$ cat config.mk
export PLATFORM = sky130hd
export DESIGN_NAME = spn_block_encrypt32_unit
export DESIGN_NICKNAME = d
export VERILOG_FILES = /design/src/spn_pkg.sv /design/src/spn_round_cell.sv /design/src/spn_last_cell.sv /design/src/spn_block_encrypt32_unit.sv
export VERILOG_INCLUDE_DIRS = /design/src /design/src/src
export SDC_FILE = /design/constraint.sdc
export NUM_CORES = 1
export LEC_CHECK = 0
export CAP_MARGIN = 40
export CORE_MARGIN = 2
export CORE_UTILIZATION = 49
export CTS_CLUSTER_DIAMETER = 40
export DETAILED_ROUTE_END_ITERATION = 6
export DONT_BUFFER_PORTS = 1
export HOLD_SLACK_MARGIN = 0.1
export PLACE_DENSITY = 0.61
export SLEW_MARGIN = 10
export SYNTH_ARGS = -nofsm -noshare
export SYNTH_HDL_FRONTEND = slang
export SYNTH_SLANG_ARGS = --single-unit
$ cat constraint.sdc
create_clock -name clk -period 2.39 [get_ports clk]
set_clock_uncertainty 0.2 [all_clocks]
set_input_delay 0.478 -clock clk [delete_from_list [all_inputs] [get_ports clk]]
set_output_delay 0.478 -clock clk [all_outputs]
set_load 0.01 [all_outputs]
$ cat src/spn_block_encrypt32_unit_defines.svh
// Assertion macros shared by the SPN encryption unit.
`ifndef SPN_BLOCK_ENCRYPT32_UNIT_DEFINES_SVH
`define SPN_BLOCK_ENCRYPT32_UNIT_DEFINES_SVH

// Same-cycle implication, sampled on clk and disabled during reset.
`define SPN_ASSERT_NOW(lbl, ante, cons) \
    lbl: assert property (@(posedge clk) disable iff (!rst_n) (ante) |-> (cons)) \
        else $error("spn assertion failed");

// Next-cycle implication, sampled on clk and disabled during reset.
`define SPN_ASSERT_NEXT(lbl, ante, cons) \
    lbl: assert property (@(posedge clk) disable iff (!rst_n) (ante) |=> (cons)) \
        else $error("spn assertion failed");

`endif

$ cat src/spn_pkg.sv
// Package with types, constants and round functions of the SPN encryption unit.
package spn_pkg;

    localparam int BLOCK_W      = 32;
    localparam int ROUNDS       = 4;
    localparam int KEY_ROT_STEP = 11;
    localparam int ROT_W        = $clog2(BLOCK_W);

    typedef logic [BLOCK_W-1:0] block_t;
    typedef logic [ROT_W-1:0]   rot_t;

    // One block travelling between neighboring cells.
    typedef struct packed {
        logic   valid;
        block_t data;
    } link_t;

    // 4-bit substitution table.
    localparam logic [3:0] SBOX [16] = '{
        4'hC, 4'h5, 4'h6, 4'hB, 4'h9, 4'h0, 4'hA, 4'hD,
        4'h3, 4'hE, 4'hF, 4'h8, 4'h4, 4'h7, 4'h1, 4'h2
    };

    // Rotation amount of the key for a given round.
    function automatic rot_t key_rot(input int r);
        int amt;
        amt = (KEY_ROT_STEP * r) % BLOCK_W;
        return rot_t'(amt);
    endfunction

    // Rotate a block left.
    function automatic block_t rol(input block_t v, input rot_t c);
        logic [2*BLOCK_W-1:0] dbl;
        dbl = {v, v} << c;
        return dbl[2*BLOCK_W-1:BLOCK_W];
    endfunction

    // Apply the S-box to every nibble.
    function automatic block_t substitute(input block_t v);
        block_t res;
        for (int n = 0; n < BLOCK_W / 4; n++) begin
            res[n*4 +: 4] = SBOX[v[n*4 +: 4]];
        end
        return res;
    endfunction

    // Bit transpose; positions count from the MSB.
    function automatic block_t transpose(input block_t v);
        block_t res;
        for (int k = 0; k < BLOCK_W; k++) begin
            res[BLOCK_W-1-k] = v[BLOCK_W-1-((k % 8) * 4 + k / 8)];
        end
        return res;
    endfunction

endpackage

$ cat src/spn_round_cell.sv
// One full round cell: key mix, substitution and transpose, then a register.
module spn_round_cell
    import spn_pkg::*;
(
    input  logic   clk,
    input  logic   rst_n,
    input  link_t  up,
    output logic   up_ready,
    input  block_t mix_key,
    output link_t  down,
    input  logic   down_ready
);

    logic   valid_reg;
    block_t data_reg;
    block_t data_next;

    // The cell takes a new request when empty or when its content moves on.
    assign up_ready = !valid_reg || down_ready;

    // Round function.
    assign data_next = transpose(substitute(up.data ^ mix_key));

    // Valid flag.
    always_ff @(posedge clk or negedge rst_n)
    begin
        if (!rst_n)
        begin
            valid_reg <= 1'b0;
        end
        else if (up_ready)
        begin
            valid_reg <= up.valid;
        end
    end

    // Payload register.
    always_ff @(posedge clk)
    begin
        if (up_ready && up.valid)
        begin
            data_reg <= data_next;
        end
    end

    assign down.valid = valid_reg;
    assign down.data  = data_reg;

endmodule

$ cat src/spn_last_cell.sv
// Final round cell: key mix and substitution, final whitening, output register.
module spn_last_cell
    import spn_pkg::*;
(
    input  logic   clk,
    input  logic   rst_n,
    input  link_t  up,
    output logic   up_ready,
    input  block_t mix_key,
    input  block_t final_key,
    output link_t  down,
    input  logic   down_ready
);

    logic   valid_reg;
    block_t data_reg;
    block_t data_next;

    // The cell takes a new request when empty or when its content is taken.
    assign up_ready = !valid_reg || down_ready;

    // Last round without transpose, then the whitening key.
    assign data_next = substitute(up.data ^ mix_key) ^ final_key;

    // Valid flag.
    always_ff @(posedge clk or negedge rst_n)
    begin
        if (!rst_n)
        begin
            valid_reg <= 1'b0;
        end
        else if (up_ready)
        begin
            valid_reg <= up.valid;
        end
    end

    // Payload register.
    always_ff @(posedge clk)
    begin
        if (up_ready && up.valid)
        begin
            data_reg <= data_next;
        end
    end

    assign down.valid = valid_reg;
    assign down.data  = data_reg;

endmodule

$ cat src/spn_block_encrypt32_unit.sv
// An accepted request passes through the round cells and then the last cell, each a register, to the output.
// Throughput: one block per cycle while out_stall is low; each round cell holds one block and hands it on.
// A stall on the output backs up through the chain of cells, one cell per block held.
// Reset clears all cell valid flags and the key register to zero.
// The key register is written through its own channel, which is always ready.
`include "spn_block_encrypt32_unit_defines.svh"

module spn_block_encrypt32_unit
    import spn_pkg::*;
(
    input  logic   clk,
    input  logic   rst_n,
    input  logic   cipher_key_valid,
    output logic   cipher_key_ready,
    input  block_t cipher_key,
    input  logic   in_valid,
    output logic   in_stall,
    input  block_t plaintext,
    output logic   out_valid,
    input  logic   out_stall,
    output block_t ciphertext
);

    block_t            cipher_key_reg;
    link_t             links [ROUNDS];
    link_t             out_link;
    logic [ROUNDS-1:0] cell_ready;
    logic [ROUNDS-1:0] cell_valid;

    // Key register.
    assign cipher_key_ready = 1'b1;

    always_ff @(posedge clk or negedge rst_n)
    begin
        if (!rst_n)
        begin
            cipher_key_reg <= '0;
        end
        else if (cipher_key_valid && cipher_key_ready)
        begin
            cipher_key_reg <= cipher_key;
        end
    end

    // Input side of the chain.
    assign links[0].valid = in_valid;
    assign links[0].data  = plaintext;
    assign in_stall       = !cell_ready[0];

    // Full rounds.
    for (genvar g = 0; g < ROUNDS - 1; g++)
    begin : g_round
        spn_round_cell u_cell (
            .clk        (clk),
            .rst_n      (rst_n),
            .up         (links[g]),
            .up_ready   (cell_ready[g]),
            .mix_key    (rol(cipher_key_reg, key_rot(g + 1))),
            .down       (links[g+1]),
            .down_ready (cell_ready[g+1])
        );
        assign cell_valid[g] = links[g+1].valid;
    end

    // Last round with whitening.
    spn_last_cell u_last (
        .clk        (clk),
        .rst_n      (rst_n),
        .up         (links[ROUNDS-1]),
        .up_ready   (cell_ready[ROUNDS-1]),
        .mix_key    (rol(cipher_key_reg, key_rot(ROUNDS))),
        .final_key  (rol(cipher_key_reg, key_rot(ROUNDS + 1))),
        .down       (out_link),
        .down_ready (!out_stall)
    );
    assign cell_valid[ROUNDS-1] = out_link.valid;

    assign out_valid  = out_link.valid;
    assign ciphertext = out_link.data;

    // Input stalls only when every cell is full and the output is stalled.
    `SPN_ASSERT_NOW(a_stall_only_full, in_stall, out_stall && (&cell_valid))
    // An idle chain never stalls the input.
    `SPN_ASSERT_NOW(a_empty_no_stall, cell_valid == '0, !in_stall)
    // A result disappears only after it was taken.
    `SPN_ASSERT_NEXT(a_out_taken, out_valid && out_stall, out_valid)
    // An accepted request reaches the first cell.
    `SPN_ASSERT_NEXT(a_first_cell_loaded, in_valid && !in_stall, cell_valid[0])

endmodule

After elaboration in Yosys (flattened, before gate mapping)
Memory sizes are Yosys's and may differ from the RTL's. A register that Yosys moved wholly into a read port is not among the register bits. Index checks and enable logic that the tools add are counted.

Register bits after elaboration: 68. ROM bits: 2048. Input bits: 69. Output and inout port bits: 35. Word-level logic and storage cells: 113. Memories kept: 32.

Order comparisons: 8. Mux-type cells: 16. Bitwise gates (word level): 37. Reductions and logical operators: 14.

Memory list: (no name shown) (words 16, bits a word 4, read ports 1, clocked after memory_dff 0, write ports 0, line spn_pkg.sv:42) `res[n*4 +: 4] = SBOX[v[n*4 +: 4]];`; (no name shown) (words 16, bits a word 4, read ports 1, clocked after memory_dff 0, write ports 0, line spn_pkg.sv:42); (no name shown) (words 16, bits a word 4, read ports 1, clocked after memory_dff 0, write ports 0, line spn_pkg.sv:42); (no name shown) (words 16, bits a word 4, read ports 1, clocked after memory_dff 0, write ports 0, line spn_pkg.sv:42); (no name shown) (words 16, bits a word 4, read ports 1, clocked after memory_dff 0, write ports 0, line spn_pkg.sv:42); (no name shown) (words 16, bits a word 4, read ports 1, clocked after memory_dff 0, write ports 0, line spn_pkg.sv:42); +26 memories.

Operator list (count): inverter 4 -> 5 bit (32); XOR 32 bit (5); 2-to-1 mux 4 bit (16); greater-or-equal comparator 5 bit (second input constant) (8); logical NOT 1 bit (6); logical AND 1 bit (4); logical OR 1 bit (4).

Depth between registers and ports, before layout
Gate-level depths: netlist of the first run.

Depth in word-level cells: 6. Depth in mapped cells: 7. Mapped depth without buffers: 6.

By module
From an unflattened synthesis of the first run, not the netlist that was laid out.

Cells, all modules: 910. Area, all modules: 11966.5 sq um.

By module, submodules not included: spn_round_cell at g_round[1].u_cell ... (times used 2, cells each 200, area each 2565.0 sq um, seq. area each 985.9 sq um); spn_last_cell (times used 1, cells each 238, area each 2935.3 sq um, seq. area each 985.9 sq um); spn_round_cell at g_round[0].u_cell (times used 1, cells each 200, area each 2537.4 sq um, seq. area each 985.9 sq um); spn_block_encrypt32_unit (times used 1, cells each 72, area each 1363.8 sq um, seq. area each 800.8 sq um).

Worst setup path before layout of the first run
OpenSTA, ideal clock, no wires.

Path type: register to register. Start point: register cipher_key_reg[9]. End point: register u_last.data_reg[22] (data pin). Library setup time: 0.260 ns. Data arrival time: 1.750 ns. Data required time: 1.930 ns. Slack: 0.181 ns. Cell stages (with the launch flop): 6. Buffers on the path: 1. Clock period less this slack: 2.209 ns. Path through: dfrtp_1 buf_4 xor2_1 ha_1 mux4_2 xnor2_1.

Word-level cells in the longest chain between the ends: 6.

RTL lines: start, declared (line spn_block_encrypt32_unit.sv:24) `block_t cipher_key_reg;`; start signal, assigned (line spn_block_encrypt32_unit.sv:41) `cipher_key_reg <= cipher_key;`; XOR 32 bit (line spn_last_cell.sv:23) `assign data_next = substitute(up.data ^ mix_key) ^ final_key;`; inverter 4 -> 5 bit (not written as such) (line spn_pkg.sv:42); memory (16 x 4 bit); 2-to-1 mux 4 bit (not written as such) (2 in a row) (line spn_pkg.sv:42); XOR 32 bit (line spn_last_cell.sv:23); via u_last.data_next[22] (line spn_last_cell.sv:17) `block_t data_next;`; end signal, assigned (line spn_last_cell.sv:43) `data_reg <= data_next;`; end, declared (line spn_last_cell.sv:16) `block_t data_reg;`.

The timed path passes the listed nets, and every way through them passes these cells. The select of a mux whose other input is x is not followed. A chain may end at the register's enable or synchronous reset.

Worst setup path in the final report of the first run
Start point: register cipher_key_reg[11]. End point: register g_round[2].u_cell.data_reg[19] (data pin).

Word-level cells in the longest chain between the ends: 2.

RTL lines: XOR 32 bit (line spn_round_cell.sv:22) `assign data_next = transpose(substitute(up.data ^ mix_key));`; inverter 4 -> 5 bit (not written as such) (line spn_pkg.sv:42); end, declared (line spn_round_cell.sv:15) `block_t data_reg;`.

Every way passes these cells.

==> impl_results.md, run 1 <==
* Clk_lat worst skew at 0.43 ns
* Fraction of layout cells with a size suffix above 1 at 17.7%
* Port Buffer Count at 0
* Drt drc at 0
* Mean routed wirelength per cell at 18.7 um
* Die ar. at 0.0261 mm2
* #FFs+latches synth at 164
* Min cycle time layout at 2.30 ns
* H-tree depth at 4
* Area leader, netlist: edfxtp_1
* Critical path startpoint category: flop
* Final setup viols at 0
* Via count at 8122
* Synth top area share at 31.6%
* Reg-to-reg endpoint: g_round[2].u_cell.data_reg[19]$_DFFE_PP_
* Crit path kind: reg -> reg
* CTS Buf Count at 17
* CP Capture Point: g_round[2].u_cell.data_reg[19]$_DFFE_PP_
* PwrDens at 1190 mW/mm2
* Critical Path Start: cipher_key_reg[11]$_DFFE_PN0P_
* Initial Util at 49.9%
* Dpl hpwl at 22.0 mm
* Max-slew headroom at 57.3%
* Longest Clk Path Bufs at 2
* Number of global-route vias before repair at 7730
* Hold Buf Count CTS at 68
* Gpl congestion at 0.887
* Final Cycle Share at 96.3%
* R2R Setup Slk at 0.09 ns
* Worst IR Drop VDD at 0.485 mV
* EDFF count, synth at 128
* Reg2reg path depth at 6
* Placed Cells at 1422
* WP data required at 2.35 ns
* Worst flop-to-flop path startpoint: cipher_key_reg[11]$_DFFE_PN0P_
* Final #Nets at 1350
* Leakage at 0.00574 uW
* Largest net degree at the start of global routing at 37
* Dominant synthesized flop cell: edfxtp_1
* Synthesized area at 0.0121 mm2
* Asr flop ratio synth at 22.0%
* # rows at 57
* Clk sinks at 164
* Hold wc startpoint: plaintext[2]
* Setup tns final at 0 ns
* Chip height at 161 um
* Net Count, Synth at 1220
* Initial antenna violation count at 0
* Setup Fix Bufs, Post-CTS at 0
* Worst min path class: in -> reg
* Post-synth top cells: 128 x edfxtp_1, 96 x ha_1, 95 x inv_1, 94 x xnor2_1, 76 x xor2_1
* Largest register FFs at 96
* First drt pass iteration count at 5
* Power consumption at 16900 uW
* Distinct cell type count of the synthesized netlist at 43
* Io pins at 104
* Layout Utilization at 58.3%
* CTS clk-pin slew, worst paths at 0.07 ns
* Count leader, synth: edfxtp_1
* CP max FO at 5
* Synth-to-Final Area Change at 16.7%
* Root buffer cell: clkbuf_16
* Crit path DAT at 2.26 ns
* Diode count at 0
* Place WS at 0.117 ns
* Core ar. at 0.0243 mm2
* Hold Fails Final Rpt at 0
* Global route total overflow at 0
* Fin cells at 1522
* Syn. warnings at 0
* CTS tree: done
* First-pass GRT wire length at 44.1 mm
* Fmax at 435 MHz
* Crit end category: flop
* Unrepaired setup endpoints after global routing: false
* Slowest stage delay, CP at 0.60 ns
* ANT nets after route at 0
* Worst-path cell chain: buf_4 -> xor2_1 -> ha_1 -> nor2_1 -> a211oi_1 -> a31oi_1
* Slowest cell on crit path: dfrtp_1
* Slack of the critical path at 0.0888 ns
* Global Route Usage Sum at 22.5%
* Maxcap violations at 0
* Via-to-Cell Ratio at 5.34
* Die Width at 161 um
* Worst slew pin tran at 0.636 ns
* Post-cts sizing count at 0
* Max Slew Vio Count at 0
* Mapped Cells at 1055
* Synthesized area per cell at 11.5 um2
* Post-synthesis sequential area ratio at 39.1%
* Area contributors post-synth: edfxtp_1 32%, ha_1 9.9%, dfrtp_1 7.4%
* Routed wire length at 28.5 mm
* Initial drt markers at 587
* Status: finished clean
[layout by cell type (no fill, tap or decap), drive strengths merged, types with 13 or more instances in the layout]
master and n:
edfxtp 128, a31oi 13, nand3 31, ha 96
dfrtp 36, o211ai 24, dlygate4sd3 67, xor2 102
nor2 47, clkbuf 27, a21oi 56, xnor2 112
mux2 34, mux4 25, o21ai 66, inv 98
mux2i 38, nand2 54, a211oi 21, buf 81
[final cells by class]
| class | instances | area [um2] |
|---|---|---|
| fillers | 1997 | 10100 |
| inverters | 98 | 368 |
| clock buffers | 27 | 483 |
| repair buffers | 148 | 1340 |
| flip-flops and latches | 164 | 4740 |
| clock inverters | 5 | 103 |
| well taps | 324 | 405 |
| multi-input cells | 756 | 6740 |
[metrics by stage]
step           hold slack, ns  instance area [um2]
2_1_floorplan         -0.0176                12100
3_3_place_gp          -0.0159                12900
3_5_place_dp          -0.0159                12900
4_1_cts                 0.179                14200
5_1_grt                 0.201                14200
6_report                0.190                14200
[logic make-up after synthesis]
group	count (synthesis)	synth area share, %
AO/OA/AOI/OAI	191	9.29
buffers and inverters	135	5.48
other	1	0.0309
XOR/XNOR	214	19.6
flip-flops	164	39.1
AND/OR/NAND/NOR	157	5.67
adder cells (fa/ha/maj)	96	9.89
multiplexers	97	10.9
[critical path: cells and delay by family, from the launching register on]
kind | cells | cell delay (ns)
buf+inv | 1 | 0.23
compound gates | 2 | 0.29
simple gates | 1 | 0.05
xor+xnor | 1 | 0.41
fa+ha+maj | 1 | 0.25
flops | 1 | 0.60
[metal layers]
layer	wire, um	global-route usage [%]	vias up	share of wire [%]
li1	-	-	3969	-
met4	716	7.02	0	2.5
met3	1530	3.75	42	5.4
met2	13000	35.5	245	46
met1	13200	32.0	3866	46
met5	0	0	-	0
[where the power goes]
group | switching (uW) | internal [uW] | leakage (uW)
registers | 915 | 4630 | 0.00165
clock network | 1120 | 1700 | 0.000280
logic | 4440 | 4090 | 0.00380
[worst min path at each step]
| stage | to | depth (start not counted) | slack (ns) |
|---|---|---|---|
| 3_3_place_gp | cipher_key_reg[2]$_DFFE_PN0P_ | 0 | -0.02 |
| 6_report | g_round[0].u_cell.data_reg[8]$_DFFE_PP_ | 2 | 0.19 |
| 5_1_grt | g_round[0].u_cell.data_reg[8]$_DFFE_PP_ | 2 | 0.20 |
| 2_1_floorplan | cipher_key_reg[0]$_DFFE_PN0P_ | 0 | -0.02 |
| 3_5_place_dp | cipher_key_reg[2]$_DFFE_PN0P_ | 0 | -0.02 |
| 4_1_cts | g_round[0].u_cell.data_reg[8]$_DFFE_PP_ | 2 | 0.18 |
(Power assumes the default switching activity.)
==> run 2: changes to the inputs <==
SETUP_SLACK_MARGIN = 0.5   (was not set)
SLEW_MARGIN = not set   (was 10)
==> run 2 against run 1 <==
  * Fmax up 5.3%
  * Clock power down 3%
  * Worst setup slack better by 0.12 ns
  * Routed wire length is 39% higher
  * Total power up 34%
  * Critical path depth did not move
  * Flip-flop and latch count is the same
  * Register-to-register slack gained 0.12 ns
  * First-iteration DRC count up 40%
  * Sequential power grew 6.7%
  * Count of clock-buffer cells in the layout shrank 6
==> impl_results.md, run 2 (same netlist as run 1, synthesis figures left out) <==
* Port Buffer Count at 0
* Slowest stage delay, CP at 0.46 ns
* Design area at 0.0191 mm2
* Via-to-Cell Ratio at 5.67
* Io pins at 104
* Crit path DAT at 2.19 ns
* Final #Nets at 1527
* Commonest cells after routing, fill and taps aside: 170 x buf_4, 128 x edfxtp_1, 76 x buf_6, 74 x ha_4, 55 x dlygate4sd3_1
* Core ar. at 0.0243 mm2
* Worst IR Drop VDD at 0.682 mV
* Clk_lat worst skew at 0.44 ns
* Initial antenna violation count at 4
* Largest register FFs at 96
* Via count at 9642
* Power consumption at 22700 uW
* Dpl hpwl at 23.7 mm
* Number of global-route vias before repair at 9165
* Final Cycle Share at 91.4%
* Commonest non-fill, non-tap cell in the layout: buf_4
* Leakage at 0.00722 uW
* Status: finished clean
* WP data required at 2.39 ns
* PwrDens at 1190 mW/mm2
* Min cycle time layout at 2.18 ns
* Clk sinks at 164
* Worst-path cell chain: xnor2_4 -> inv_2 -> ha_4 -> mux4_2 -> xnor2_1 -> buf_4
* Max Slew Vio Count at 0
* Die Width at 161 um
* Critical Path Start: g_round[2].u_cell.data_reg[8]$_DFFE_PP_
* Worst min path class: in -> reg
* Unrepaired setup endpoints after global routing: true
* Largest net degree at the start of global routing at 37
* Crit end category: flop
* Placed Area at 0.0136 mm2
* Die ar. at 0.0261 mm2
* R2R Setup Slk at 0.21 ns
* Fmax at 458 MHz
* Reg2reg path depth at 6
* Critical path startpoint category: flop
* Root buffer cell: clkbuf_16
* Mean routed wirelength per cell at 23.2 um
* First drt pass iteration count at 6
* ANT nets after route at 0
* Initial Util at 49.9%
* CTS tree: done
* Drt drc at 0
* CTS Buf Count at 17
* Longest Clk Path Bufs at 2
* Global route total overflow at 0
* Chip height at 161 um
* Maxcap violations at 0
* Crit path kind: reg -> reg
* CP max FO at 5
* Final setup viols at 0
* # rows at 57
* First-pass GRT wire length at 52.6 mm
* # fillers at 1294
* Slowest cell on crit path: edfxtp_1
* CTS clk-pin slew, worst paths at 0.07 ns
* Synth-to-Final Area Change at 57.1%
* Hold wc startpoint: cipher_key_valid
* Gpl congestion at 0.909
* Routed wire length at 39.5 mm
* Reg-to-reg endpoint: u_last.data_reg[9]$_DFFE_PP_
* Hold Fails Final Rpt at 0
* Setup tns final at 0 ns
* H-tree depth at 4
* Worst slew pin tran at 0.621 ns
* Fraction of layout cells with a size suffix above 1 at 55.7%
* CP Capture Point: u_last.data_reg[9]$_DFFE_PP_
* Global Route Usage Sum at 27.0%
* Max-slew headroom at 58.4%
* Worst flop-to-flop path startpoint: g_round[2].u_cell.data_reg[8]$_DFFE_PP_
* Initial drt markers at 819
[run 2: changes by cell type in the layout (fill, tap and decap cells not counted), moves of 26 or more]
cell and change:
ha_1 -82, xnor2_1 -48, dfrtp_1 -31, o21ai_0 -45, xnor2_4 +36, buf_4 +93, dfrtp_2 +26, buf_6 +76
xor2_4 +47, xor2_1 -50, inv_1 -47, inv_2 +39, ha_4 +74
[run 2: how the worst min path moves through the flow]
| stage | end | cells after the start |
|---|---|---|
| floorplan | cipher_key_reg[0]$_DFFE_PN0P_ | 0 |
| global placement | cipher_key_reg[6]$_DFFE_PN0P_ | 0 |
| detailed placement | cipher_key_reg[6]$_DFFE_PN0P_ | 0 |
| CTS | g_round[0].u_cell.data_reg[6]$_DFFE_PP_ | 2 |
| global route | cipher_key_reg[20]$_DFFE_PN0P_ | 1 |
| finish | cipher_key_reg[20]$_DFFE_PN0P_ | 1 |
[run 2: timing repair]
item                                   CTS  global route
resized for setup                      272           283
hold buffers                            57             1
endpoints found under the hold margin   71             1
buffers inserted                        94            75
pin swaps                               98           120
setup endpoints to repair              126           161
[run 2: cell type report]
| cell class | count | area, um2 | area share [%] |
|---|---|---|---|
| Clock inverter | 11 | 101 | 0.531 |
| Clock buffer | 21 | 460 | 2.41 |
| Sequential cell | 164 | 4800 | 25.1 |
| Antenna cell | 1 | 2.50 | 0.0131 |
| Multi-Input combinational cell | 756 | 9800 | 51.4 |
| Tap cell | 324 | 405 | 2.12 |
| Timing Repair Buffer | 325 | 3130 | 16.4 |
| Inverter | 98 | 390 | 2.05 |
[run 2: critical path, delay by kind of cell, from the launching register on]
family	cells	cell delay, ns
xor gates and xnor gates	2	0.44
adders and majority gates	1	0.17
buffers and inverters	2	0.23
DFF	1	0.46
muxes	1	0.45
[run 2: per-stage QoR]
step | setup slack, ns | hold slack (ns) | util, % | std cells
global placement | 0.0588 | -0.0156 | 56.0 | 1441
floorplan | 0.354 | -0.0176 | - | 1055
finish | 0.205 | 0.103 | 78.5 | 1700
detailed placement | 0.0455 | -0.0154 | 56.0 | 1441
CTS | 0.229 | 0.191 | 70.1 | 1624
global route | 0.163 | 0.0989 | 78.5 | 1700
[run 2: routing by layer]
metal	global-route usage [%]	part of all wire, %	up-vias
met5	0	0.073	-
met4	7.95	3.7	6
met3	3.54	6.2	81
met2	46.5	51	401
met1	35.7	39	4841
li1	-	-	4313
[run 2: power by group]
part	internal [uW]	switching (uW)
clock	1490	1240
combinational	7290	6790
sequential	4650	1260
total	13400	9290
==> run 3: changes to the inputs <==
PLACE_DENSITY = 0.7   (was 0.61)
SKIP_CTS_REPAIR_TIMING = 1   (was not set)
==> run 3 against run 2 <==
  * Global-route usage is 3.5 points lower
  * Fmax is 2.0% lower
  * Critical path depth stayed put
  * Largest cell class unchanged
  * Worst setup slack worse by 0.045 ns
  * Final cell count is 4.4% lower
  * Clock power is 2% higher
  * Sequential power is 1% higher
  * Via count is 1.5% lower
==> impl_results.md, run 3 (same netlist as run 1, synthesis figures left out) <==
* Setup tns final at 0 ns
* Status: finished clean
* Initial drt markers at 845
* ANT nets after route at 0
* Worst hold slack at 0.0387 ns
* Synth-to-Final Area Change at 48.0%
* Worst slew pin tran at 0.639 ns
* CP max FO at 4
* Largest net degree at the start of global routing at 37
* Core ar. at 0.0243 mm2
* First-pass GRT wire length at 45.8 mm
* Max-slew headroom at 57.3%
* Final #Nets at 1453
* Clk sinks at 164
* CTS Buf Count at 17
* # fillers at 1308
* CTS tree: done
* Max Slew Vio Count at 0
* Global route total overflow at 0
* Mean routed wirelength per cell at 23.6 um
* PwrDens at 1180 mW/mm2
* Via-to-Cell Ratio at 5.84
* Commonest cells after routing, fill and taps aside: 128 x edfxtp_1, 126 x buf_4, 63 x dlygate4sd3_1, 61 x ha_4, 57 x inv_1
* Final setup viols at 0
* Chip height at 161 um
* Worst min path class: in -> reg
* Drt drc at 0
* Port Buffer Count at 0
* Root buffer cell: clkbuf_16
* Maxcap violations at 0
* Longest Clk Path Bufs at 2
* Power consumption at 21200 uW
* Hold Fails Final Rpt at 0
* H-tree depth at 4
* Initial Util at 49.9%
* Clk_lat worst skew at 0.45 ns
* Worst IR Drop VDD at 0.572 mV
* Crit end category: flop
* Crit path kind: reg -> reg
* Fmax at 449 MHz
* CTS clk-pin slew, worst paths at 0.07 ns
* # rows at 57
* First drt pass iteration count at 5
* Leakage at 0.00677 uW
* Unrepaired setup endpoints after global routing: true
* Largest register FFs at 96
* WP data required at 2.40 ns
* Placed Cells at 1412
* Diode count at 0
* Dpl hpwl at 23.5 mm
* Initial antenna violation count at 1
* Final Cycle Share at 93.3%
* Crit path DAT at 2.24 ns
* Min cycle time layout at 2.23 ns
* Io pins at 104
* Global Route Usage Sum at 23.5%
* Fin cells at 1625
* Fraction of layout cells with a size suffix above 1 at 49.1%
* Die Width at 161 um
* Gpl congestion at 0.898
* Routed wire length at 38.3 mm
* Number of global-route vias before repair at 7974
* Multi-input gate area at 0.00939 mm2
* Critical path startpoint category: flop
* Via count at 9496
* Commonest non-fill, non-tap cell in the layout: edfxtp_1
* Die ar. at 0.0261 mm2
* FF+latch area at 0.00480 mm2
==> run 3: final timing paths <==
kind	slack [ns]	startpoint	endpoint	cells after the start
worst max-delay path	0.16	g_round[2].u_cell.data_reg[1]$_DFFE_PP_	u_last.data_reg[2]$_DFFE_PP_	6
worst min-delay path	0.04	out_stall	g_round[1].u_cell.valid_reg$_DFFE_PN0P_	2
worst max register to register	0.16	g_round[2].u_cell.data_reg[1]$_DFFE_PP_	u_last.data_reg[2]$_DFFE_PP_	6
worst min register to register	0.29	g_round[1].u_cell.valid_reg$_DFFE_PN0P_	g_round[2].u_cell.valid_reg$_DFFE_PN0P_	1
max in group asynchronous	1.41	rst_n	cipher_key_reg[24]$_DFFE_PN0P_	2
min in group asynchronous	0.31	rst_n	cipher_key_reg[5]$_DFFE_PN0P_	2
==> run 3: worst max-delay path, cell delays in order (launching register included) <==
cell,delay [ns]
edfxtp_1,0.48
xnor2_4,0.25
inv_2,0.11
ha_4,0.23
mux4_2,0.47
xnor2_1,0.14
buf_4,0.12
==> run 3: through the flow <==
stage | cell area [um2] | util [%] | setup slack [ns]
2_1_floorplan | 12800 | - | 0.354
3_3_place_gp | 13400 | 55.2 | 0.0211
3_5_place_dp | 13400 | 55.2 | 0.0259
4_1_cts | 14000 | 57.5 | 0.00602
5_1_grt | 18000 | 73.9 | 0.111
6_report | 18000 | 73.9 | 0.160
==> run 3: layout make-up <==
cell class / count / share of cell area, %
sequential: 164 / 26.7
inverter: 98 / 2.13
clock buffer: 21 / 2.62
multi-input combinational: 757 / 52.2
clock inverter: 11 / 0.557
timing repair buffer: 250 / 13.5
tap: 324 / 2.26
==> run 3: routing by layer <==
layer | vias up | wire length [um] | track usage, %
met5 | - | 14 | 0
met3 | 111 | 2580 | 3.93
li1 | 4159 | - | -
met2 | 457 | 19000 | 39.4
met4 | 2 | 1960 | 7.47
met1 | 4767 | 14700 | 31.3
==> run 3: power by group <==
group | switching [uW] | leakage, uW | total [uW] | internal (uW)
Clock | 1250 | 0.000279 | 2780 | 1530
Combinational | 6210 | 0.00487 | 12500 | 6290
Sequential | 1320 | 0.00162 | 5970 | 4650
